## config.mk

```make
export PLATFORM = sky130hd
export DESIGN_NAME = ternary_weight_dot_product
export DESIGN_NICKNAME = d
export VERILOG_FILES = /design/src/hw/rtl/twdp_pkg.sv /design/src/hw/rtl/twdp_lane.sv /design/src/hw/rtl/twdp_merge.sv /design/src/hw/rtl/ternary_weight_dot_product.sv
export SDC_FILE = /design/constraint.sdc
export NUM_CORES = 1
export LEC_CHECK = 0
export BUFFER_PORTS_ARGS = -buffer_cell sky130_fd_sc_hd__clkbuf_2
export CAP_MARGIN = 10
export CORE_ASPECT_RATIO = 0.7
export CORE_MARGIN = 2
export CORE_UTILIZATION = 55
export CTS_BUF_LIST = sky130_fd_sc_hd__clkbuf_4 sky130_fd_sc_hd__clkbuf_8
export CTS_CLUSTER_SIZE = 28
export DETAILED_ROUTE_END_ITERATION = 10
export GPL_TIMING_DRIVEN = 0
export HOLD_SLACK_MARGIN = 0.1
export PLACE_DENSITY = 0.85
export REMOVE_ABC_BUFFERS = 1
export SLEW_MARGIN = 20
export SYNTH_ARGS = -nofsm -noshare
export SYNTH_HDL_FRONTEND = slang
export SYNTH_HIERARCHICAL = 1
export SYNTH_SLANG_ARGS = --single-unit
```

## constraint.sdc

```tcl
create_clock -name aclk -period 8.8 [get_ports aclk]
set_input_delay 0.44 -clock aclk [delete_from_list [all_inputs] [get_ports aclk]]
set_output_delay 0.44 -clock aclk [all_outputs]
set_load 0.1 [all_outputs]
```

## src/hw/rtl/twdp_pkg.sv

```systemverilog
// Shared types and constants for the ternary-weight dot product.
// Used by twdp_lane, twdp_merge and ternary_weight_dot_product; no dependencies.
package twdp_pkg;

    localparam int PHYS_LANES    = 8;
    localparam int LANES_DEFAULT = 8;
    localparam int ACT_W         = 8;
    localparam int CODE_W        = 2;
    localparam int TERM_W        = ACT_W + 1;
    localparam int ACTS_W        = PHYS_LANES * ACT_W;
    localparam int CODES_W       = PHYS_LANES * CODE_W;
    localparam int SUM_W         = 24;

    localparam logic signed [SUM_W-1:0] SUM_MAX = 24'sd4194304;
    localparam logic signed [SUM_W-1:0] SUM_MIN = -24'sd4194304;

    localparam logic [CODE_W-1:0] CODE_ZERO = 2'b00;
    localparam logic [CODE_W-1:0] CODE_PLUS = 2'b01;

    typedef struct packed {
        logic valid;
        logic last;
    } stage_ctrl_t;

endpackage

```

## src/hw/rtl/twdp_lane.sv

```systemverilog
// One lane: selects the negated, plain or zero activation by its ternary code.
// Depends on twdp_pkg.
module twdp_lane (
    input  logic                                aclk,
    input  logic                                load,
    input  logic        [twdp_pkg::ACT_W-1:0]   act,
    input  logic        [twdp_pkg::CODE_W-1:0]  code,
    output logic signed [twdp_pkg::TERM_W-1:0]  term
);

    logic signed [twdp_pkg::TERM_W-1:0] act_ext;
    logic signed [twdp_pkg::TERM_W-1:0] term_next;
    logic signed [twdp_pkg::TERM_W-1:0] term_reg;

    assign act_ext = twdp_pkg::TERM_W'($signed(act));

    always_comb begin
        case (code)
            twdp_pkg::CODE_ZERO: begin
                term_next = '0;
            end
            twdp_pkg::CODE_PLUS: begin
                term_next = act_ext;
            end
            default: begin
                term_next = -act_ext;
            end
        endcase
    end

    always_ff @(posedge aclk) begin
        if (load) begin
            term_reg <= term_next;
        end
    end

    assign term = term_reg;

endmodule

```

## src/hw/rtl/twdp_merge.sv

```systemverilog
// Merging stage: registered adder tree over the lane terms, then the row
// accumulator with saturation and the output register. Depends on twdp_pkg.
module twdp_merge #(
    parameter int NUM_LANES = twdp_pkg::PHYS_LANES
) (
    input  logic                                aclk,
    input  logic                                aresetn,
    input  twdp_pkg::stage_ctrl_t               in_ctrl,
    input  logic signed [twdp_pkg::TERM_W-1:0]  terms [NUM_LANES],
    output logic                                in_ready,
    output logic                                out_valid,
    input  logic                                out_ready,
    output logic        [twdp_pkg::SUM_W-1:0]   out_sum
);

    localparam int TREE_W = $clog2(NUM_LANES * 128 + 1) + 1;

    logic signed [TREE_W-1:0]          tree_sum;
    twdp_pkg::stage_ctrl_t             b_ctrl_reg;
    twdp_pkg::stage_ctrl_t             b_ctrl_next;
    logic signed [TREE_W-1:0]          b_sum_reg;
    logic                              b_ready;
    logic                              c_accept;
    logic signed [twdp_pkg::SUM_W-1:0] acc;
    logic signed [twdp_pkg::SUM_W-1:0] acc_sat;
    logic signed [twdp_pkg::SUM_W-1:0] partial_reg;
    logic signed [twdp_pkg::SUM_W-1:0] partial_next;
    logic                              out_valid_reg;
    logic                              out_valid_next;
    logic        [twdp_pkg::SUM_W-1:0] out_sum_reg;

    always_comb begin
        tree_sum = '0;
        for (int i = 0; i < NUM_LANES; i++) begin
            tree_sum = tree_sum + TREE_W'(terms[i]);
        end
    end

    assign c_accept = b_ctrl_reg.valid && (!b_ctrl_reg.last || !out_valid_reg || out_ready);
    assign b_ready  = !b_ctrl_reg.valid || c_accept;
    assign in_ready = b_ready;

    always_comb begin
        b_ctrl_next = b_ctrl_reg;
        if (b_ready) begin
            b_ctrl_next = in_ctrl;
        end
    end

    assign acc = partial_reg + twdp_pkg::SUM_W'(b_sum_reg);

    always_comb begin
        if (acc > twdp_pkg::SUM_MAX) begin
            acc_sat = twdp_pkg::SUM_MAX;
        end else if (acc < twdp_pkg::SUM_MIN) begin
            acc_sat = twdp_pkg::SUM_MIN;
        end else begin
            acc_sat = acc;
        end
    end

    always_comb begin
        partial_next   = partial_reg;
        out_valid_next = out_valid_reg;
        if (out_ready) begin
            out_valid_next = 1'b0;
        end
        if (c_accept) begin
            if (b_ctrl_reg.last) begin
                partial_next   = '0;
                out_valid_next = 1'b1;
            end else begin
                partial_next = acc_sat;
            end
        end
    end

    always_ff @(posedge aclk) begin
        if (!aresetn) begin
            b_ctrl_reg    <= '0;
            partial_reg   <= '0;
            out_valid_reg <= 1'b0;
        end else begin
            b_ctrl_reg    <= b_ctrl_next;
            partial_reg   <= partial_next;
            out_valid_reg <= out_valid_next;
        end
    end

    always_ff @(posedge aclk) begin
        if (b_ready && in_ctrl.valid) begin
            b_sum_reg <= tree_sum;
        end
        if (c_accept && b_ctrl_reg.last) begin
            out_sum_reg <= acc_sat;
        end
    end

    assign out_valid = out_valid_reg;
    assign out_sum   = out_sum_reg;

endmodule

```

## src/hw/rtl/ternary_weight_dot_product.sv

```systemverilog
// Top level of the ternary-weight dot product: input stage, lanes and merge.
// Depends on twdp_pkg, twdp_lane and twdp_merge.
//
// Each input word carries eight int8 activations and eight 2-bit ternary codes;
// the block accepts one word per cycle and adds its terms into the running row
// sum. The word with tlast set passes the lane term, tree sum and output
// registers and produces one result word, holding the row sum clamped to
// -4194304 .. +4194304, after which the sum starts again from zero. The rate
// of one word per cycle is set by the accumulate-and-clamp loop in the merging
// stage. Words that do not end a row still flow while a result waits to be
// taken; only a row end behind a waiting result stalls the input.
module ternary_weight_dot_product #(
    parameter int LANES = twdp_pkg::LANES_DEFAULT
) (
    input  logic                           aclk,
    input  logic                           aresetn,
    input  logic                           s_tvalid,
    output logic                           s_tready,
    // activations [63:0], weight_codes [79:64]
    input  logic [twdp_pkg::ACTS_W+twdp_pkg::CODES_W-1:0] s_tdata,
    input  logic                           s_tlast,
    output logic                           m_tvalid,
    input  logic                           m_tready,
    // row_sum [23:0]
    output logic [twdp_pkg::SUM_W-1:0]     m_tdata
);

    localparam int ACT_LANES = (LANES > twdp_pkg::PHYS_LANES) ? twdp_pkg::PHYS_LANES : LANES;

    logic                               s_accept;
    logic                               b_ready;
    twdp_pkg::stage_ctrl_t              a_ctrl_reg;
    twdp_pkg::stage_ctrl_t              a_ctrl_next;
    logic signed [twdp_pkg::TERM_W-1:0] terms [ACT_LANES];

    assign s_tready = !a_ctrl_reg.valid || b_ready;
    assign s_accept = s_tvalid && s_tready;

    always_comb begin
        a_ctrl_next = a_ctrl_reg;
        if (s_accept) begin
            a_ctrl_next.valid = 1'b1;
            a_ctrl_next.last  = s_tlast;
        end else if (b_ready) begin
            a_ctrl_next.valid = 1'b0;
        end
    end

    always_ff @(posedge aclk) begin
        if (!aresetn) begin
            a_ctrl_reg <= '0;
        end else begin
            a_ctrl_reg <= a_ctrl_next;
        end
    end

    for (genvar g = 0; g < ACT_LANES; g++) begin : g_lane
        twdp_lane u_lane (
            .aclk (aclk),
            .load (s_accept),
            .act  (s_tdata[g*twdp_pkg::ACT_W +: twdp_pkg::ACT_W]),
            .code (s_tdata[twdp_pkg::ACTS_W + g*twdp_pkg::CODE_W +: twdp_pkg::CODE_W]),
            .term (terms[g])
        );
    end

    twdp_merge #(
        .NUM_LANES (ACT_LANES)
    ) u_merge (
        .aclk      (aclk),
        .aresetn   (aresetn),
        .in_ctrl   (a_ctrl_reg),
        .terms     (terms),
        .in_ready  (b_ready),
        .out_valid (m_tvalid),
        .out_ready (m_tready),
        .out_sum   (m_tdata)
    );

    a_sum_in_range: assert property (@(posedge aclk) disable iff (!aresetn)
        m_tvalid |-> ($signed(m_tdata) <= twdp_pkg::SUM_MAX
                      && $signed(m_tdata) >= twdp_pkg::SUM_MIN))
        else $error("row sum outside the saturation range");

    a_stall_cause: assert property (@(posedge aclk) disable iff (!aresetn)
        !s_tready |-> (a_ctrl_reg.valid && m_tvalid && !m_tready))
        else $error("input stalled without a waiting result");

    a_reset_empty: assert property (@(posedge aclk)
        !aresetn |=> (!m_tvalid && s_tready))
        else $error("pipeline not empty after reset");

endmodule

```

# == Yosys cells after proc, flatten, opt, wreduce, memory -nomap -nowiden ==
# Index checks and enable logic that the tools add are counted.
# Widths: inputs -> output; s select.
# op_classes
shift,0
multipliers,0
n_reduce_logical,21
order_cmp,2
bitwise,0
mux,16
n_div,0
add_sub_neg,16
eq_ne,8
# ops
operator,n
$pmux 9 s2,8
$mux 24,3
$neg 8->9,8
$add 12x9->12,5
$add 24x12->24,1
$gt 24x24->1 const B,1
$lt 24x23->1 const B,1
$eq 2x1->1 const B,8
$logic_not 2->1,8
$add 10x9->11,1
$add 9x9->10,1
$mux 1,5
$logic_and 1x1->1,4
$logic_not 1->1,4
$logic_or 1x1->1,4
$reduce_bool 2->1,1
# totals
word_cells,79
ramBits,0
romBits,0
register_bits,137
input_bits,85
output_inout_bits,26
n_memories,0
latch_bits,0

# == Longest topological paths before layout ==
# depth
ltp_word,8
mapped_depth,19
depth_no_buf,19

# == Cells and area by module ==
# Netlist, hierarchy kept.
# by_module_without_submodules
mod,seq_area_each_um2,area_each_um2,cells_per_inst,instances
twdp_merge,1621.6,5622.9,587,1
twdp_lane,270.3,496.7,45,8
ternary_weight_dot_product,40.0,92.6,9,1

# == Worst setup path before layout ==
# OpenSTA, ideal clock, no wires.
# synth_timing
path_type,register -> register
startpoint,register g_lane[7].u_lane.term_reg (netlist bit g_lane[7].u_lane/term[3])
endpoint,register u_merge.b_sum_reg[11] (data pin)
setup_time_ps,260
arrival_time_ps,4120
required_time_ps,8540
slack_ps,4420
n_path_buf,0
period_less_slack_ps,4380
path_stages_with_launch,19
path_cell_list,edfxtp_1 -> inv_1 -> fa_1 -> inv_1 -> fa_1 -> fa_1 -> inv_1 -> fa_1 -> inv_1 -> ha_1 -> a21o_1 -> a21oi_1 -> o21bai_1 -> a21oi_1 -> o21bai_1 -> a21oi_1 -> o21bai_1 -> a21oi_1 -> xnor2_1
# synth_between
elab_chain_cells,1
# synth_rtl
element,line,text
"start, declared",twdp_lane.sv:13,logic signed [twdp_pkg::TERM_W-1:0] term_reg;
"start signal, assigned",twdp_lane.sv:33,term_reg <= term_next;
$add 12x9->12,twdp_merge.sv:35,tree_sum = tree_sum + TREE_W'(terms[i]);
named net u_merge.tree_sum[11],twdp_merge.sv:18,logic signed [TREE_W-1:0] tree_sum;
"end signal, assigned",twdp_merge.sv:92,b_sum_reg <= tree_sum;
"end, declared",twdp_merge.sv:21,logic signed [TREE_W-1:0] b_sum_reg;
# The timed path passes the listed nets, and every way through them passes these cells.
# A chain may end at the register's enable or synchronous reset.

# == Final worst setup path ==
# Ends and elaborated chain as after synthesis.

==> flow_summary.toml <==
[critical_path]
cp_slowest_cell = "fa_1"
crit_buf_inv = 4
crit_type = "reg2reg"
worstPathRequired_ns = 9.00
worst_setup_path_end_kind = "register"
ff2ff_setup_slack_ns = 4.03
cp_max_fo = 2
timing.critical_path.from_type = "register"
path_cells = "inv_1 > fa_1 > inv_1 > fa_1 > fa_1 > inv_1 > fa_1 > inv_1 > ha_1 > a21o_1 > a21oi_1 > o21bai_1 > a21oi_1 > o21bai_1 > a21oi_1 > o21bai_1 > a21oi_1 > xnor2_1"
crit_family = "adder cells"
cpPeakStageDelay_ns = 0.59
cp.arrival_ns = 4.97

[power_and_ir_drop]
p_seq_share_pct = 28.0
power.share.clock_pct = 14.0
internal-power_uw = 1946
power_leakage_uw = 0.004752
irDropWorstVdd_mv = 0.2389
power_density_mw_per_mm2 = 317.4
switchingPower_uw = 1486
pwr-share-comb_pct = 58.0
swShare_pct = 43.30

[layout]
fin_cells = 1307
final_cell_mix = "157 x inv_1, 110 x clkbuf_2, 108 x edfxtp_1"
final_util_pct = 62.80
fin_nets = 1249
layout_commonest_cell = "inv_1"
largest_reg_flops = 72
drive_gt1_share_pct = 18.40
n_antenna_cell = 0
synthToLayoutAreaGrowth_pct = 11.58
final_area_mm2 = 0.01081

[die]
start_util_pct = 56.28
core_area_mm2 = 0.01722
ioPinCount = 111
die_area_mm2 = 0.01871
placementRows = 40
die_h_um = 115.1
dieWidth_um = 162.6

[sta]
tightestPinTransition_ns = 0.9681
layout_min_cycle_time_ns = 4.771
grt_setup_unrepaired = "false"
fin_crit_sh_pct = 54.21
relSlewSlack_pct = 35.46
skew_ns = 0.01325
hold_violations = 0
holdWs_ns = 0.2500
setup_tns_ns = 0
setup_viol = 0
max_freq_ghz = 0.2096
report.final.slew_viol_count = 0

[grt]
grt_pass1_vias = 7161
antenna_found_initial = 0
grt_max_degree = 74
grt_overflow = 0
grt_first_pass_wirelength_um = 35370
groute.usage.overall_pct = 24.50

[clocking]
root_buffer = "clkbuf_8"
post_cts_resized = 0
clkTransAtPathRegs_ns = 0.08
cts_inserted_buffers = 17
cts_sinks = 137
cts_setup_buffers = 0
postCtsHoldBufs = 0
clk_latency_ns = 0.46
clock_tree.buffer_depth = 2
cts_tree = "built"
cts_max_level = 4

[drt]
first_pass_iters = 7
wirelength_met1_um = 10400
route.vias.total = 7484
viasPerCell = 5.726
postRouteAntennaNets = 0
route.met3.wl_um = 1887
wl_um = 21520
drt_iter0_markers = 622
wl_met2_um = 8996
post-route-drc-count = 0
highest-signal-layer = "met4"
wl_per_cell_um = 16.47

[placement]
place_area_mm2 = 0.01045
gp_congestion = 0.9489
dpl.hpwl_um = 16840
placedCellCount = 1275
port_buffers = 110

[hold_path]
hp-class = "in2reg"

[synth]
syn_inst = 956
synthFlopType = "edfxtp_1"
ys_seq_area_share_pct = 39.46
synth_top_cell_by_area = "edfxtp_1"
netlist_area_mm2 = 0.009689
synth_edf_count = 108
synth_seq_cells = 137
synth_top_area_share_pct = 33.47
synth_cell_types = 67
yosys_warnings = 6
async_flop_share_pct = 0
ys_top_cells_by_area = "edfxtp_1 33%, fa_1 12%, inv_1 6.1%, dfxtp_1 6.0%, ha_1 5.6%"
avgSynthCellArea_um2 = 10.14

[job]
max_cap_violations = 0

[status]
outcome = "completed"
synthesized netlist by cell type (5+ instances only):
cell type / count
nand2b_1: 14
o21bai_1: 6
a21oi_1: 29
xnor2_1: 25
a22o_1: 8
fa_1: 58
nand4_1: 5
a21o_1: 17
and3_1: 6
or3_1: 28
o21a_1: 5
or3b_2: 8
or4_4: 8
xor2_1: 12
dfxtp_1: 29
nor3_1: 19
edfxtp_1: 108
o211ai_1: 12
nor4b_1: 8
a22o_2: 8
o21ai_0: 50
a32o_1: 9
o21ai_2: 21
ha_1: 43
clkbuf_1: 13
nor2b_1: 11
buf_2: 6
inv_1: 157
nor2_1: 51
nand2_1: 69
o31a_1: 9
nand3_1: 20
o31ai_1: 19
nor4_1: 11
layout make-up:
cell class / instances / area (um^2)
inverters: 157 / 589.3
fillers: 1382 / 6405
clock buffers: 17 / 234.0
well taps: 231 / 289.0
repair buffers: 111 / 578.1
flip-flops and latches: 137 / 3824
clock inverters: 15 / 126.4
multi-input cells: 639 / 5171
stage by stage:
stage,setup slack (ns),total power (uW)
2_1_floorplan,4.420,2466
3_3_place_gp,4.140,2834
3_5_place_dp,4.060,2927
4_1_cts,4.068,3415
5_1_grt,3.799,3728
6_report,4.029,3431
metal layers:
layer,vias up,global-route usage (%)
li1,3599,-
met3,24,4.654
met5,-,0
met2,330,35.40
met1,3531,37.92
met4,0,6.608
kinds of logic after synthesis:
kind of cell / count (synthesis) / share of synthesized area (%)
AND/OR/NAND/NOR: 276 / 15.42
AO/OA/AOI/OAI: 223 / 16.74
buffers and inverters: 180 / 7.296
flip-flops: 137 / 39.46
adder cells (fa/ha/maj): 101 / 17.54
XOR/XNOR: 37 / 3.345
multiplexers: 2 / 0.2066
power by group through the flow:
stage	Combinational [uW]	Sequential [uW]	Clock [uW]
5_1_grt	2250	969	514
3_5_place_dp	1950	974	0
2_1_floorplan	1500	970	0
6_report	1990	961	479
4_1_cts	1970	960	490
3_3_place_gp	1860	971	0
path summary, 6_finish.rpt:
kind              depth (start not counted)                     to                startpoint
hold / removal                            3          a_ctrl_reg[0]                   s_tlast
setup reg to reg                         18  u_merge/b_sum_reg[11]  g_lane[7].u_lane/term[3]
setup / recovery                         18  u_merge/b_sum_reg[11]  g_lane[7].u_lane/term[3]
hold reg to reg                           2          a_ctrl_reg[0]             a_ctrl_reg[0]
worst reg2reg max path, delay by kind of cell, from the launching register on:
kind / cells / cell delay, ns
AO/OA/AOI/OAI: 8 / 1.37
adder cells (fa/ha/maj): 5 / 2.50
buffers and inverters: 4 / 0.24
flip-flops: 1 / 0.32
XOR/XNOR: 1 / 0.09
Note: power is estimated with default switching activity, not from simulation.
